`src/hdl/tbfc_pkg.sv`:
```
package tbfc_pkg;

  localparam logic [7:0]  FLAG_BYTE    = 8'h7E;
  localparam logic [15:0] CRC_INIT     = 16'hFFFF;
  localparam logic [15:0] CRC_XOROUT   = 16'hFFFF;
  localparam logic [15:0] CRC_POLY_REF = 16'h8408;  // 0x1021 bit-reversed
  localparam int          MIN_FRAME    = 6;
  localparam int          BYTE_BITS    = 8;
  localparam int          COUNT_W      = 11;

  typedef enum logic {
    KIND_PAYLOAD = 1'b0,
    KIND_VERDICT = 1'b1
  } result_kind_t;

  // CRC-16/X-25 update, LSB first, one byte
  function automatic logic [15:0] crc_byte(input logic [15:0] crc_in, input logic [7:0] b);
    logic [15:0] c;
    c = crc_in ^ {8'h00, b};
    for (int k = 0; k < BYTE_BITS; k++) begin
      if (c[0]) begin
        c = (c >> 1) ^ CRC_POLY_REF;
      end else begin
        c = c >> 1;
      end
    end
    return c;
  endfunction

endpackage

```
`src/hdl/token_bus_frame_checker_unit.sv`:
```
// Channel  | Direction | Handshake                  | Payload
// item     | in        | item_valid / item_stall     | data_byte, end_of_frame
// result   | out       | result_valid / result_stall | result_kind, payload_byte, frame_ok,
//          |           |                             | station_address, control_byte,
//          |           |                             | payload_count
// One byte per clock while item_stall is low: the byte-wide CRC update and frame
// state sit between the input handshake and one result register (result in next cycle).
// Synchronous active-high reset clears frame state and result_valid, not the result fields.
// item_stall is high only while a result is held and result_stall is high; a byte
// that yields no result still waits for that, as the result register is shared.
module token_bus_frame_checker_unit #(
  parameter int MAX_PAYLOAD = 1024
) (
  input  logic                        clk,
  input  logic                        rst,
  input  logic                        item_valid,
  output logic                        item_stall,
  input  logic [7:0]                  data_byte,
  input  logic                        end_of_frame,
  output logic                        result_valid,
  input  logic                        result_stall,
  output tbfc_pkg::result_kind_t      result_kind,
  output logic [7:0]                  payload_byte,
  output logic                        frame_ok,
  output logic [7:0]                  station_address,
  output logic [7:0]                  control_byte,
  output logic [tbfc_pkg::COUNT_W-1:0] payload_count
);
  import tbfc_pkg::*;

  localparam int LIMIT = MAX_PAYLOAD + MIN_FRAME;
  localparam int POS_W = $clog2(LIMIT + 1);
  localparam int LEN_W = POS_W + 1;

  localparam logic [POS_W-1:0] LIMIT_P   = POS_W'(LIMIT);
  localparam logic [LEN_W-1:0] MIN_L     = LEN_W'(MIN_FRAME);
  localparam logic [LEN_W-1:0] MAX_PAY_L = LEN_W'(MAX_PAYLOAD);
  localparam logic [POS_W-1:0] POS_ADDR  = POS_W'(1);
  localparam logic [POS_W-1:0] POS_CTRL  = POS_W'(2);
  localparam logic [POS_W-1:0] POS_CRC   = POS_W'(3);
  localparam logic [POS_W-1:0] POS_REL   = POS_W'(5);

  logic [POS_W-1:0] byte_position, byte_position_next;
  logic [7:0]       delay0, delay1;   // newest first
  logic [15:0]      crc_register, crc_register_next;
  logic             opening_flag_seen, opening_flag_seen_next;
  logic [7:0]       saved_address, saved_address_next;
  logic [7:0]       saved_control, saved_control_next;
  logic             overlong, overlong_next;

  logic             take;
  logic             overlong_now;
  logic [LEN_W-1:0] frame_len, cnt;
  logic [15:0]      crc_got, crc_want;
  logic             ok;
  logic             emit;

  assign item_stall = result_valid && result_stall;
  assign take       = item_valid && !item_stall;

  always_comb begin
    overlong_now           = overlong || (byte_position >= LIMIT_P);
    frame_len              = LEN_W'(byte_position) + LEN_W'(1);
    crc_got                = {delay0, delay1};
    crc_want               = crc_register ^ CRC_XOROUT;
    saved_address_next     = saved_address;
    saved_control_next     = saved_control;
    opening_flag_seen_next = opening_flag_seen;
    if (byte_position == '0) begin
      opening_flag_seen_next = (data_byte == FLAG_BYTE);
    end else if (byte_position == POS_ADDR) begin
      saved_address_next = data_byte;
    end else if (byte_position == POS_CTRL) begin
      saved_control_next = data_byte;
    end
    ok = !overlong_now && (frame_len >= MIN_L) && opening_flag_seen_next
         && (data_byte == FLAG_BYTE) && (crc_got == crc_want);
    cnt = (frame_len >= MIN_L) ? frame_len - MIN_L : '0;
    if (overlong_now || cnt > MAX_PAY_L) begin
      cnt = MAX_PAY_L;
    end
    if (end_of_frame) begin
      byte_position_next     = '0;
      crc_register_next      = CRC_INIT;
      opening_flag_seen_next = 1'b0;
      overlong_next          = 1'b0;
      emit                   = 1'b1;
    end else begin
      // byte two back is now known to be address, control or payload
      crc_register_next  = (byte_position >= POS_CRC) ? crc_byte(crc_register, delay1)
                                                      : crc_register;
      byte_position_next = (byte_position < LIMIT_P) ? byte_position + POS_W'(1)
                                                     : byte_position;
      overlong_next      = overlong_now;
      emit               = (byte_position >= POS_REL);
    end
  end

  always_ff @(posedge clk) begin
    if (rst) begin
      byte_position     <= '0;
      delay0            <= '0;
      delay1            <= '0;
      crc_register      <= CRC_INIT;
      opening_flag_seen <= 1'b0;
      saved_address     <= '0;
      saved_control     <= '0;
      overlong          <= 1'b0;
      result_valid      <= 1'b0;
    end else begin
      if (result_valid && !result_stall) begin
        result_valid <= 1'b0;
      end
      if (take) begin
        byte_position     <= byte_position_next;
        delay0            <= data_byte;
        delay1            <= delay0;
        crc_register      <= crc_register_next;
        opening_flag_seen <= opening_flag_seen_next;
        saved_address     <= saved_address_next;
        saved_control     <= saved_control_next;
        overlong          <= overlong_next;
        result_valid      <= emit;
      end
    end
  end

  // result payload, loaded on every transfer that yields a result
  always_ff @(posedge clk) begin
    if (take && emit) begin
      if (end_of_frame) begin
        result_kind     <= KIND_VERDICT;
        payload_byte    <= '0;
        frame_ok        <= ok;
        station_address <= ok ? saved_address_next : 8'h00;
        control_byte    <= ok ? saved_control_next : 8'h00;
        payload_count   <= COUNT_W'(cnt);
      end else begin
        result_kind     <= KIND_PAYLOAD;
        payload_byte    <= delay1;
        frame_ok        <= 1'b0;
        station_address <= '0;
        control_byte    <= '0;
        payload_count   <= '0;
      end
    end
  end

`ifndef ASSERT_OFF
  a_verdict_out: assert property (@(posedge clk) disable iff (rst)
    (take && end_of_frame) |=> (result_valid && result_kind == KIND_VERDICT))
    else $error("final byte gave no verdict");

  a_frame_restart: assert property (@(posedge clk) disable iff (rst)
    (take && end_of_frame) |=> (byte_position == '0 && crc_register == CRC_INIT
                                && !overlong && !opening_flag_seen))
    else $error("frame state not restarted after verdict");

  a_payload_clean: assert property (@(posedge clk) disable iff (rst)
    (result_valid && result_kind == KIND_PAYLOAD) |-> (!frame_ok && payload_count == '0))
    else $error("payload result carries verdict fields");

  a_pos_bound: assert property (@(posedge clk) disable iff (rst)
    byte_position <= LIMIT_P)
    else $error("byte position past frame limit");

  a_no_early_release: assert property (@(posedge clk) disable iff (rst)
    (take && !end_of_frame && byte_position < POS_REL) |=> !result_valid)
    else $error("header byte released as payload");
`endif

endmodule

```
`config.mk`:
```
export PLATFORM = sky130hd
export DESIGN_NAME = token_bus_frame_checker_unit
export DESIGN_NICKNAME = d
export VERILOG_FILES = /design/src/hdl/tbfc_pkg.sv /design/src/hdl/token_bus_frame_checker_unit.sv
export SDC_FILE = /design/constraint.sdc
export NUM_CORES = 1
export LEC_CHECK = 0
export BUFFER_PORTS_ARGS = -buffer_cell sky130_fd_sc_hd__buf_2
export CORE_ASPECT_RATIO = 0.7
export CORE_MARGIN = 2
export CORE_UTILIZATION = 53
export CTS_CLUSTER_DIAMETER = 30
export DETAILED_ROUTE_END_ITERATION = 12
export PLACE_DENSITY = 0.77
export SLEW_MARGIN = 20
export SYNTH_ARGS = -nofsm -noshare
export SYNTH_HDL_FRONTEND = slang
export SYNTH_SLANG_ARGS = --single-unit
```
`constraint.sdc`:
```
create_clock -name clk -period 3.6 [get_ports clk]
set_input_delay 0.72 -clock clk [delete_from_list [all_inputs] [get_ports clk]]
set_output_delay 0.72 -clock clk [all_outputs]
set_load 0.005 [all_outputs]
```
Word level (Yosys, flattened, before mapping). Cells that the tools add are included.

Register bits after elaboration: 99. Output and inout bits: 39. Word-level logic and storage cells: 94.

Add/sub/neg operators: 3. $lt $le $gt $ge: 6. Equal/unequal tests: 4. Muxes and demuxes: 33. Bitwise gates (word level): 11. Reductions and logical operators: 21.

Operators with widths (count): 2-to-1 mux 16 bit (17); 2-to-1 mux 8 bit (5); 2-to-1 mux 11 bit (3); inverter 2 -> 3 bit (8); == test 16 bit (1); inverter 16 bit (1); XOR 16 x 8 -> 16 bit (1); adder 11 x 1 -> 12 bit, second input constant (1); greater-or-equal comparator 12 x 3 -> 1 bit, second input constant (1); greater-than comparator 12 x 11 -> 1 bit, second input constant (1); 2-to-1 mux 12 bit (1); subtractor 12 x 3 -> 12 bit, second input constant (1); adder 11 x 1 -> 11 bit, second input constant (1); == test 11 x 1 -> 1 bit, second input constant (1); == test 11 x 2 -> 1 bit, second input constant (1); greater-or-equal comparator 11 bit, second input constant (1); greater-or-equal comparator 11 x 2 -> 1 bit, second input constant (1); greater-or-equal comparator 11 x 3 -> 1 bit, second input constant (1); logical NOT 11 bit (1); less-than comparator 11 bit, second input constant (1); == test 8 x 7 -> 1 bit, second input constant (1); logical AND 1 bit (8); 2-to-1 mux 1 bit (7); AND reduction 2 bit (3); other kinds (5) (10).

Depth between registers and ports, before layout.
Depth after elaboration: 26. Depth in mapped cells: 10.

Worst setup path after synthesis. OpenSTA, ideal clock, no wires.

Path type: in2reg. Start point: input item_valid. End point: register control_byte[0], enable pin. Data arrival time: 3101 ps. Required time: 3144 ps. Setup slack: 43 ps. Stages on the path: 3. Cells stage by stage: a21bo_2 > clkbuf_1 > a31oi_1.

Cells in the longest elaborated chain, start to end: 2.

Ends and longest elaborated chain: start, declared (line token_bus_frame_checker_unit.sv:16) `input logic item_valid,`; logical AND 1 bit (line token_bus_frame_checker_unit.sv:59) `assign take = item_valid && !item_stall;`; logical AND 1 bit (line token_bus_frame_checker_unit.sv:130) `if (take && emit) begin`; end signal, assigned (line token_bus_frame_checker_unit.sv:136) `control_byte <= ok ? saved_control_next : 8'h00;`; end, declared (line token_bus_frame_checker_unit.sv:26) `output logic [7:0] control_byte,`.

Every way passes these cells. A chain may end at the register's enable or synchronous reset.

Worst setup path in the final report.
Start point: register byte_position[0]. End point: register station_address[7], data pin.

Cells in the longest elaborated chain, start to end: 8. Elaborated cells on any way between the ends: 15. Classes of those cells: 1 x add/sub; 2 x order compare; 1 x eq/ne; 3 x mux; 8 x reduce/logical.

Ends and longest elaborated chain: start, declared (line token_bus_frame_checker_unit.sv:43) `logic [POS_W-1:0] byte_position, byte_position_next;`; start signal, assigned (line token_bus_frame_checker_unit.sv:115) `byte_position <= byte_position_next;`; branches (longest 8 deep; another with adder 11 x 1 -> 12 bit); end signal, assigned (line token_bus_frame_checker_unit.sv:135) `station_address <= ok ? saved_address_next : 8'h00;`; end, declared (line token_bus_frame_checker_unit.sv:25) `output logic [7:0] station_address,`.

Several ways; the timed one is not identified.

==> impl_metrics.tcl <==
set metrics [dict create \
    die_area_sq_um 10390 \
    worst_hold_slack_ns 0.4523 \
    grt_usage_pct 23.97 \
    synth_ff_type "dfxtp_1" \
    finalHoldViolations 0 \
    ys_ff_latch 99 \
    cts_sinks 99 \
    endpoint_kind "flop" \
    crit_required_ns 3.66 \
    start_util_pct 55.30 \
    p_per_area_nw_per_um2 405.0 \
    ys_warn_count 0 \
    hold_path_depth 2 \
    wire_per_inst_um 16.49 \
    synthCells 566 \
    antenna_cells 0 \
    r2r_slack_ns 0.38 \
    grt_first_pass_wirelength_um 19530 \
    coreArea_sq_um 9180 \
    nFillCells 765 \
    leakage_nw 2.046 \
    r2r_cells 7 \
    cts-root-buf "clkbuf_16" \
    setup_violations 0 \
    drtIter0Drc 466 \
    first_global_vias 3955 \
    num_vias 4308 \
    cap_violations 0 \
    fin_nets 619 \
    syn_avg_cell_area_sq_um 8.968 \
    finalCritPeriodShare_pct 89.34 \
    holdBufCountCts 0 \
    worstReg2RegStart "byte_position[0]" \
    fmax_ghz 0.3109 \
    tritoncts "yes" \
    portBuffers 51 \
    num_rows 29 \
    fin_cells 730 \
    area.growth.synth_to_final_pct 12.03 \
    drc 0 \
    die_h_um 85.88 \
    drtAntennaViolNets 0 \
    synth_edf_count 37 \
    yosysUniqueCellTypes 66 \
    maxSlewViolCount 0 \
    hold_start "saved_address[3]" \
    routed_wl_um 12040 \
    grt_max_degree 63 \
    regMostFlops "crc_register" \
    setup_tns_ns 0 \
    dr.pass1.iters 5 \
    drive_above_1_share_pct 15.18 \
    post-dp-hpwl_um 8405 \
    syn-num-nets 584 \
    cts_setup_buffers 0 \
    reg_top3 "crc_register: 16 flops, byte_position: 11 flops, payload_count: 11 flops" \
    hold_end "saved_address[3]" \
    hold_path.class "flop to flop" \
    largest_register_ffs 16 \
    cts_inserted_buffers 9 \
    synthArstFlopShare_pct 0 \
    placedCellCount 714 \
    path_class "flop to flop" \
    clockBufferDepth 2 \
    post_dp_cell_area_sq_um 5399 \
    fp.dieW_um 121.0 \
    viasPerCell 5.901 \
    status "finished clean" \
    clk_pin_slew_worst_paths_ns 0.07 \
    antenna_found_initial 0 \
    fin_skew_ns 0.007017 \
    arrival_ns 3.27 \
    rsz0062_at_grt "no" \
    tightest_slew_ns 1.116 \
    final_area_sq_um 5687 \
    grt_overflow 0 \
    crit_fanout 17 \
    r2r-end "station_address[7]" \
    relSlewSlack_pct 25.34 \
    cts_resized 0 \
    top_level_ports 52 \
    synth_area_sq_um 5076 \
    clock_latency_ns 0.34 \
    gp_congestion 0.9077 \
    vdd_drop_max_uv 273.7 \
    synth_seq_area_share_pct 46.34 \
    htreeDepth 3 \
    fin_crit_ns 3.216 \
    start_kind "flop" \
]
[cell usage after synthesis (all sizes together) (5+ instances only)]
cell type,number,area share (%)
inv,10,0.74
nand4,5,0.74
buf,13,1.7
nand2b,12,1.5
edfxtp,37,22
nor4,8,1.3
o22ai,11,1.4
dfxtp,62,24
o21a,5,0.74
o21ai,15,1.5
ha,5,1.2
and3,7,0.96
nand2,111,8.2
a21oi,59,5.8
xnor2,23,4.0
a211oi,7,1.1
nor2b,10,1.2
clkbuf,21,1.6
or3,8,1.1
o21bai,6,0.89
nor3,14,1.4
nor2,29,2.1
o31ai,5,0.74
xor2,23,4.0
and2,6,0.74
nand3,10,0.99
[worst max-delay path by stage]
stage	from	endpoint	slack, ns	depth (start not counted)
after CTS	byte_position[0]	control_byte[5]	0.44	7
after global placement	byte_position[0]	payload_count[5]	0.59	9
after detailed placement	byte_position[0]	control_byte[5]	0.48	7
final	byte_position[0]	station_address[7]	0.38	7
after floorplan	item_valid	control_byte[0]	0.04	3
after global routing	byte_position[0]	payload_count[5]	0.12	9
[report_power, final]
part | internal (mW) | leakage [nW] | total (mW) | switching [mW]
sequential | 1.19 | 0.861 | 1.20 | 0.0156
clock | 0.499 | 0.139 | 0.930 | 0.430
combinational | 0.0604 | 1.05 | 0.173 | 0.112
[layout make-up]
type / count / area (sq um) / area share [%]
Multi-Input combinational cell: 423 / 2534 / 44.55
Timing Repair Buffer: 58 / 320.3 / 5.633
Inverter: 10 / 37.54 / 0.6601
Tap cell: 124 / 155.1 / 2.728
Clock inverter: 5 / 45.04 / 0.7921
Sequential cell: 99 / 2352 / 41.36
Clock buffer: 11 / 242.7 / 4.268
[through the flow]
| stage | total power [mW] | setup slack [ns] | util, % |
|---|---|---|---|
| 2_1_floorplan | 1.333 | 0.04293 | - |
| 3_3_place_gp | 1.391 | 0.5897 | 58.81 |
| 3_5_place_dp | 1.396 | 0.4782 | 58.81 |
| 4_1_cts | 2.325 | 0.4364 | 61.95 |
| 5_1_grt | 2.388 | 0.1201 | 61.95 |
| 6_report | 2.303 | 0.3839 | 61.95 |
[cell usage in the layout, fill, tap and decap left out, types with 6 or more instances in the layout]
cell       instances
nand2_1          111
dfxtp_1           62
a21oi_1           59
buf_2             51
edfxtp_1          37
nor2_1            29
xor2_1            23
xnor2_1           23
o21ai_0           14
nor3_1            14
nand2b_1          12
o22ai_1           11
inv_1             10
nor2b_1           10
nand3_1           10
clkbuf_16          9
or3_1              7
nor4_1             7
and3_1             6
o21bai_1           6
a211oi_1           6
buf_4              6
[logic make-up (layout without fill, tap and decap cells)]
family	Yosys count	after routing	synth area share, %
AOI/OAI and AO/OA	130	130	15.92
xor gates and xnor gates	46	46	7.937
adders and majority gates	5	5	1.232
buffers and inverters	44	84	4.042
DFF	99	99	46.34
muxes	3	3	0.7147
and+or+nand+nor	239	239	23.81
[routing by layer]
layer | GRT usage, % | up-vias | share of wire, %
met2 | 36.47 | 182 | 43
met1 | 33.88 | 2042 | 47
met4 | 6.448 | 0 | 1.3
met5 | 0 | - | 0
met3 | 6.449 | 17 | 9.1
li1 | - | 2067 | -
[worst max-delay path: stages (launching register included)]
cell and delay (ns):
dfxtp_1 0.34, ha_1 0.45, nand3_1 0.22, nor3_1 0.40, mux2_2 0.40, or4b_2 0.71, o2111ai_2 0.32, a21oi_1 0.10
Power figures use the tool's default switching activity.
